`src/design/ccc_pkg.sv`:
```
// ----------------------------------------------------------------------------
// ccc_pkg
// Shared types and constants of the circle contact pipeline.
// ----------------------------------------------------------------------------
package ccc_pkg;

    localparam int SqrtStages = 32;
    localparam int DivStages  = 17;
    localparam int InDataW    = 288;
    localparam int OutDataW   = 136;

    localparam logic KindCircle = 1'b0;
    localparam logic KindBox    = 1'b1;

    localparam logic [16:0] OneQ = 17'h10000;

    // one input word, unpacked
    typedef struct packed {
        logic        kind;
        logic [31:0] sx;
        logic [31:0] sy;
        logic [30:0] sr;
        logic [31:0] ox;
        logic [31:0] oy;
        logic [30:0] orad;
        logic [30:0] hw;
        logic [30:0] hh;
        logic        plat;
        logic [30:0] plim;
    } t_item;

    // sideband that travels along the square root and divider stages
    typedef struct packed {
        logic               kind;
        logic               ok;
        logic               zero;
        logic               negx;
        logic               negy;
        logic               plat;
        logic [31:0]        ax;
        logic [31:0]        ay;
        logic [31:0]        lim;
        logic [30:0]        orad;
        logic [30:0]        plim;
        logic signed [32:0] bx;
        logic signed [32:0] by;
    } t_side;

    typedef struct packed {
        logic               hit;
        logic signed [17:0] nx;
        logic signed [17:0] ny;
        logic [30:0]        depth;
        logic signed [31:0] px;
        logic signed [31:0] py;
    } t_res;

endpackage

```
`src/design/ccc_back.sv`:
```
// ----------------------------------------------------------------------------
// ccc_back
// Signed normals, depth, platform rejection, rim offset and saturated point.
// ----------------------------------------------------------------------------
module ccc_back (
    input  logic                i_clk,
    input  logic                i_rst_n,
    input  logic                i_en,
    input  logic                i_valid,
    input  logic [16:0]         i_qx,
    input  logic [16:0]         i_qy,
    input  logic [31:0]         i_dist,
    input  ccc_pkg::t_side      i_side,
    output logic                o_valid,
    output ccc_pkg::t_res       o_res
);

    localparam logic signed [34:0] MaxQ = 35'sd2147483647;
    localparam logic signed [34:0] MinQ = -35'sd2147483648;

    logic [16:0]        n1_mx, n1_my;
    logic [31:0]        n1_depth;
    logic               n1_rej;

    logic               r1_v, r1_hit, r1_negx, r1_negy;
    logic signed [17:0] r1_nx, r1_ny;
    logic [30:0]        r1_depth;
    logic [47:0]        r1_prx, r1_pry;
    logic signed [32:0] r1_bx, r1_by;

    logic               r2_v;
    ccc_pkg::t_res      r2_res;

    logic [48:0]        n2_rx, n2_ry;
    logic signed [34:0] n2_ox, n2_oy, n2_sx, n2_sy;
    logic signed [31:0] n2_px, n2_py;

    always_comb begin
        if (i_side.zero) begin
            n1_mx = (i_side.kind == ccc_pkg::KindBox) ? 17'd0 : ccc_pkg::OneQ;
            n1_my = (i_side.kind == ccc_pkg::KindBox) ? ccc_pkg::OneQ : 17'd0;
        end else begin
            n1_mx = i_qx;
            n1_my = i_qy;
        end
        n1_depth = i_side.lim - i_dist;
        // platform: pushed downward out of the box, or too deep
        n1_rej = (i_side.kind == ccc_pkg::KindBox) && i_side.plat
               && ((i_side.negy && (n1_my != 17'd0))
                   || (n1_depth > {1'b0, i_side.plim}));
    end

    always_comb begin
        n2_rx = {1'b0, r1_prx} + 49'h8000;
        n2_ry = {1'b0, r1_pry} + 49'h8000;
        n2_ox = r1_negx ? -$signed({2'b0, n2_rx[48:16]}) : $signed({2'b0, n2_rx[48:16]});
        n2_oy = r1_negy ? -$signed({2'b0, n2_ry[48:16]}) : $signed({2'b0, n2_ry[48:16]});
        n2_sx = $signed({r1_bx[32], r1_bx[32], r1_bx}) + n2_ox;
        n2_sy = $signed({r1_by[32], r1_by[32], r1_by}) + n2_oy;
        if (n2_sx > MaxQ)      n2_px = MaxQ[31:0];
        else if (n2_sx < MinQ) n2_px = MinQ[31:0];
        else                   n2_px = n2_sx[31:0];
        if (n2_sy > MaxQ)      n2_py = MaxQ[31:0];
        else if (n2_sy < MinQ) n2_py = MinQ[31:0];
        else                   n2_py = n2_sy[31:0];
    end

    always_ff @(posedge i_clk) begin
        if (!i_rst_n) begin
            r1_v <= 1'b0;
            r2_v <= 1'b0;
        end else if (i_en) begin
            r1_v <= i_valid;
            r2_v <= r1_v;
        end
    end

    always_ff @(posedge i_clk) begin
        if (i_en) begin
            r1_hit   <= i_side.ok && !n1_rej;
            r1_negx  <= i_side.negx;
            r1_negy  <= i_side.negy;
            r1_nx    <= i_side.negx ? -$signed({1'b0, n1_mx}) : $signed({1'b0, n1_mx});
            r1_ny    <= i_side.negy ? -$signed({1'b0, n1_my}) : $signed({1'b0, n1_my});
            r1_depth <= n1_depth[31] ? 31'h7FFFFFFF : n1_depth[30:0];
            // rim offset only for a circle, a box point is the clamp itself
            r1_prx   <= (i_side.kind == ccc_pkg::KindBox) ? 48'd0 : n1_mx * i_side.orad;
            r1_pry   <= (i_side.kind == ccc_pkg::KindBox) ? 48'd0 : n1_my * i_side.orad;
            r1_bx    <= i_side.bx;
            r1_by    <= i_side.by;

            r2_res.hit   <= r1_hit;
            r2_res.nx    <= r1_hit ? r1_nx : 18'sd0;
            r2_res.ny    <= r1_hit ? r1_ny : 18'sd0;
            r2_res.depth <= r1_hit ? r1_depth : 31'd0;
            r2_res.px    <= r1_hit ? n2_px : 32'sd0;
            r2_res.py    <= r1_hit ? n2_py : 32'sd0;
        end
    end

    assign o_valid = r2_v;
    assign o_res   = r2_res;

endmodule
```
`config.mk`:
```
export PLATFORM = sky130hd
export DESIGN_NAME = ccc_back
export DESIGN_NICKNAME = d
export VERILOG_FILES = /design/src/design/ccc_pkg.sv /design/src/design/ccc_back.sv
export SDC_FILE = /design/constraint.sdc
export NUM_CORES = 2
export LEC_CHECK = 0
export ABC_AREA = 1
export BUFFER_PORTS_ARGS = -buffer_cell sky130_fd_sc_hd__buf_4
export CAP_MARGIN = 25
export CORE_UTILIZATION = 50
export DETAILED_ROUTE_END_ITERATION = 6
export PLACE_DENSITY = 0.69
export SLEW_MARGIN = 20
export SYNTH_ARGS = -nofsm -noshare
export SYNTH_HDL_FRONTEND = slang
export SYNTH_SLANG_ARGS = --single-unit
```
`constraint.sdc`:
```
create_clock -name i_clk -period 15.35 [get_ports i_clk]
set_input_delay 0.7675 -clock i_clk [delete_from_list [all_inputs] [get_ports i_clk]]
set_output_delay 0.7675 -clock i_clk [all_outputs]
set_load 0.05 [all_outputs]
```
==> impl.org <==
** Min path
- The tightest min-delay check is of the input port to flop type.

** Clock network
- The H-tree was split into 2 levels.
- Number of CTS-inserted buffers :: 36
- CTS root buffer :: sky130_fd_sc_hd__clkbuf_16
- The clock reaches the later pin of the worst-skew pair after 570 ps.
- CTS tree :: built
- For this design, the CTS-stage hold fixing added 0 buffers.
- Once the clock tree was built, the setup fixing pass inserted 0 buffers.
- The clock net in this run drives a total of 336 sinks.
- In this run, post-CTS repair resized a total of 0 instances.
- Clock transition time at the flip-flop clock pins of the worst setup and hold paths :: 60 ps
- Maximum clock path buffer count :: 3

** Detailed routing
- For this block, the routed nets add up to 165,000 µm of wire.
- Via Count :: 46,200
- Dividing the detail-routed wire length by the instance count gives 19.0 µm.
- 1st-pass router iterations :: 7
- Count of routing violations after the opening detailed-route iteration :: 3,973
- DRC Markers :: 0
- The count of nets left with antenna violations once routing finished came out at 0.
- In the routed layout, each cell is associated on average with a via count of 5.33.

** Setup path
- The setup path with the least slack is of type input port to flop.
- The cell family contributing the most delay on the critical path is adder cells.
- Together, buffers and inverters on the worst path number 10.
- The worst setup path is captured at a flop.
- At the worst endpoint, the required time is 15,650 ps.
- Crit path max-delay cell type :: sky130_fd_sc_hd__nand2_1
- Arrival time of the worst setup path :: 8890 ps
- Critical-path maximum fanout :: 34
- Worst stage delay on the critical path :: 770 ps
- STA classifies the critical path startpoint as an input port.

** Synthesis
- Yosys top cell by area :: sky130_fd_sc_hd__fa_1
- During synthesis, Yosys emitted a total of 0 warnings.
- Async S/R FF share, synth :: 0%
- For this run, the register share of the synthesized area comes to 18.1%.
- Synthesis produced a netlist whose cell count is 6,943.
- Synth Flop Type :: sky130_fd_sc_hd__edfxtp_1
- Mapped Nets :: 8,489
- Share of Yosys cell area claimed by the top area cell type :: 31.2%
- Post-synthesis average cell area :: 8.00 µm²
- Top post-synthesis cells by area :: sky130_fd_sc_hd__fa_1 31%, sky130_fd_sc_hd__edfxtp_1 18%, sky130_fd_sc_hd__inv_1 11%
- In this run, distinct cell masters in the synthesized netlist total 56.
- Number of flip-flops and latches in the synthesized netlist :: 336
- Most used standard cell by instance count after synthesis :: sky130_fd_sc_hd__inv_1
- Number of enable flip-flop cells after synthesis :: 334
- Post-synthesis instance area :: 55,500 µm²
- Counting instances in the post-synthesis netlist gives the leading cell types as 1,567 x sky130_fd_sc_hd__inv_1, 1,547 x sky130_fd_sc_hd__nand2_1, 867 x sky130_fd_sc_hd__fa_1.

** Die
- Width of the chip :: 335 µm
- The initial utilization of the core area, before any placement, comes to 50.7%.
- Row generation in the floorplan step produced 121 rows.
- Die H :: 335 µm
- Std-Cell Core Area :: 109,000 µm²
- Die Area :: 112,000 µm²
- Ports placed on the boundary :: 433

** Global routing
- Leftover overflow at the end of global routing :: 0
- Number of antenna violations at the first check in global routing :: 4
- The number of global-route vias before repair is 47,500.
- Wire length of the first global-routing pass :: 260,000 µm
- In the global route stage, overall resource usage came out at 29.9%.
- Entering global routing, the biggest net connects 126 pins.

** Place
- Pre-CTS setup slack :: 6420 ps
- Summed over all nets, the half-perimeter wirelength after detailed placement is 132,000 µm.
- Number of cells in the design after placement :: 8,602
- Buffers placed on the I/O ports in this run total 368.
- Routability-driven placement finished with a final weighted congestion of 0.960.

** STA
- For the pin with the worst max-slew slack, the measured transition is 1150 ps.
- Counting I/O delays and the setup requirement, the final critical path takes 8590 ps.
- Tcrit/Tclk final :: 55.9%
- Layout Skew :: 23.3 ps
- The max-slew violation count came to 0.
- PnR worst setup slack :: 6760 ps
- The total count of hold-check failures in the final report is 0.
- Measured against its own limit, the worst slew margin works out to 23.3%.
- Total negative setup slack :: 0 ps
- Setup Viol. Count Final :: 0
- Peak Freq :: 116 MHz
- Setup repair after global routing missed its margin :: no

** Pwr
- Worst vdd ir :: 0.200 mV
- Leakage Power :: 29.9 nW
- In this run the power density over the cells is 188 nW/µm².

** Finish
- The post-route netlist has 8.19% of its cells at a drive strength greater than 1.
- Count of nets after finishing :: 8,712
- Non-filler instance count after layout :: 8,673
- Fillcell total :: 10,300
- Compared with the post-synthesis result, the final layout area differs by 9.58%.

** Status
- Result of the run :: complete, no violations

** Flow run
- Number of maximum-capacitance constraint violations :: 0
-- registers in the layout, indices dropped and copies added (netlist names), 18 cells and up --
register  flops
r1_pry       33
o_res       132
r1_nx        18
r1_depth     31
r1_ny        18
r1_prx       33
r1_by        33
r1_bx        33
-- cell type report --
cell class | instances | area (µm²) | share of cell area (%)
Antenna cell | 3 | 7.51 | 0.0123
Clock buffer | 40 | 937 | 1.54
Clock inverter | 26 | 294 | 0.483
Tap cell | 1476 | 1850 | 3.03
Sequential cell | 336 | 10100 | 16.5
Inverter | 1596 | 5990 | 9.84
Multi-Input combinational cell | 4780 | 38600 | 63.4
Timing Repair Buffer | 416 | 3150 | 5.18
-- worst register-to-register path, delay by kind of cell, from the launching register on --
| kind | cells | cell delay [ps] |
|---|---|---|
| buf+inv | 4 | 630 |
| compound gates | 3 | 460 |
| flops | 1 | 370 |
| fa+ha+maj | 2 | 580 |
| xor+xnor | 3 | 530 |
| simple gates | 17 | 2960 |
-- placed cells by master (no fill, tap or decap), drive strengths merged, types with 21 or more instances in the layout --
cell type  Yosys  final
a31oi         38     38
inv         1581   1592
nor4          21     21
clkinv        15     24
a21oi        387    387
nor3          59     59
buf           36    416
edfxtp       334    334
o21ai        228    228
xor2         142    142
fa           867    867
nand3        121    121
nand4         38     38
xnor2         65     65
nor2         733    733
o21a          30     30
ha           379    379
clkbuf       195     40
nand2       1558   1558
-- routing by layer --
| metal | global-route usage (%) | vias to the layer above | wire length [µm] |
|---|---|---|---|
| li1 | - | 21500 | - |
| met1 | 39.6 | 22600 | 68600 |
| met2 | 48.7 | 1848 | 75800 |
| met3 | 6.01 | 310 | 14700 |
| met4 | 10.3 | 6 | 5960 |
| met5 | 0.564 | - | 107 |
-- per-stage QoR --
| stage | util (%) | hold slack [ps] | cell area, µm² | power (mW) |
|---|---|---|---|---|
| after floorplan | - | 424 | 55500 | 7.58 |
| after global placement | 54.4 | 460 | 59600 | 10.2 |
| after detailed placement | 54.4 | 487 | 59600 | 10.3 |
| after CTS | 55.6 | 346 | 60800 | 11.3 |
| after global routing | 55.6 | 362 | 60900 | 12.5 |
| final | 55.6 | 384 | 60900 | 11.4 |
-- cell families (layout without fill, tap and decap cells) --
group | after synthesis | count (layout) | share of synthesized area (%)
buffers and inverters | 1827 | 2078 | 12.5
and+or+nand+nor | 2563 | 2563 | 18.6
adders and majority gates | 1246 | 1246 | 39.8
AOI/OAI and AO/OA | 764 | 764 | 7.80
DFF | 336 | 336 | 18.1
other | 0 | 3 | 0
xor gates and xnor gates | 207 | 207 | 3.26
-- report_power, final --
| part | internal, mW | switching [mW] |
|---|---|---|
| Sequential | 1.36 | 0.147 |
| Combinational | 2.93 | 6.06 |
| Clock | 0.522 | 0.397 |
| Total | 4.81 | 6.61 |
-- path summary, 6_finish.rpt --
kind | from | endpoint | slack [ps] | depth (start not counted)
worst max-delay path | i_side[227] | r1_pry[34]$_SDFFCE_PP0P_ | 6760 | 29
worst min-delay path | i_side[15] | r1_by[15]$_DFFE_PP_ | 380 | 1
worst max register to register | r1_prx[15]$_SDFFCE_PP0P_ | o_res[43]$_SDFFCE_PN0P_ | 9540 | 29
worst min register to register | r1_depth[7]$_SDFFCE_PN1P_ | o_res[71]$_SDFFCE_PN0P_ | 490 | 2
(Power assumes the default switching activity.)
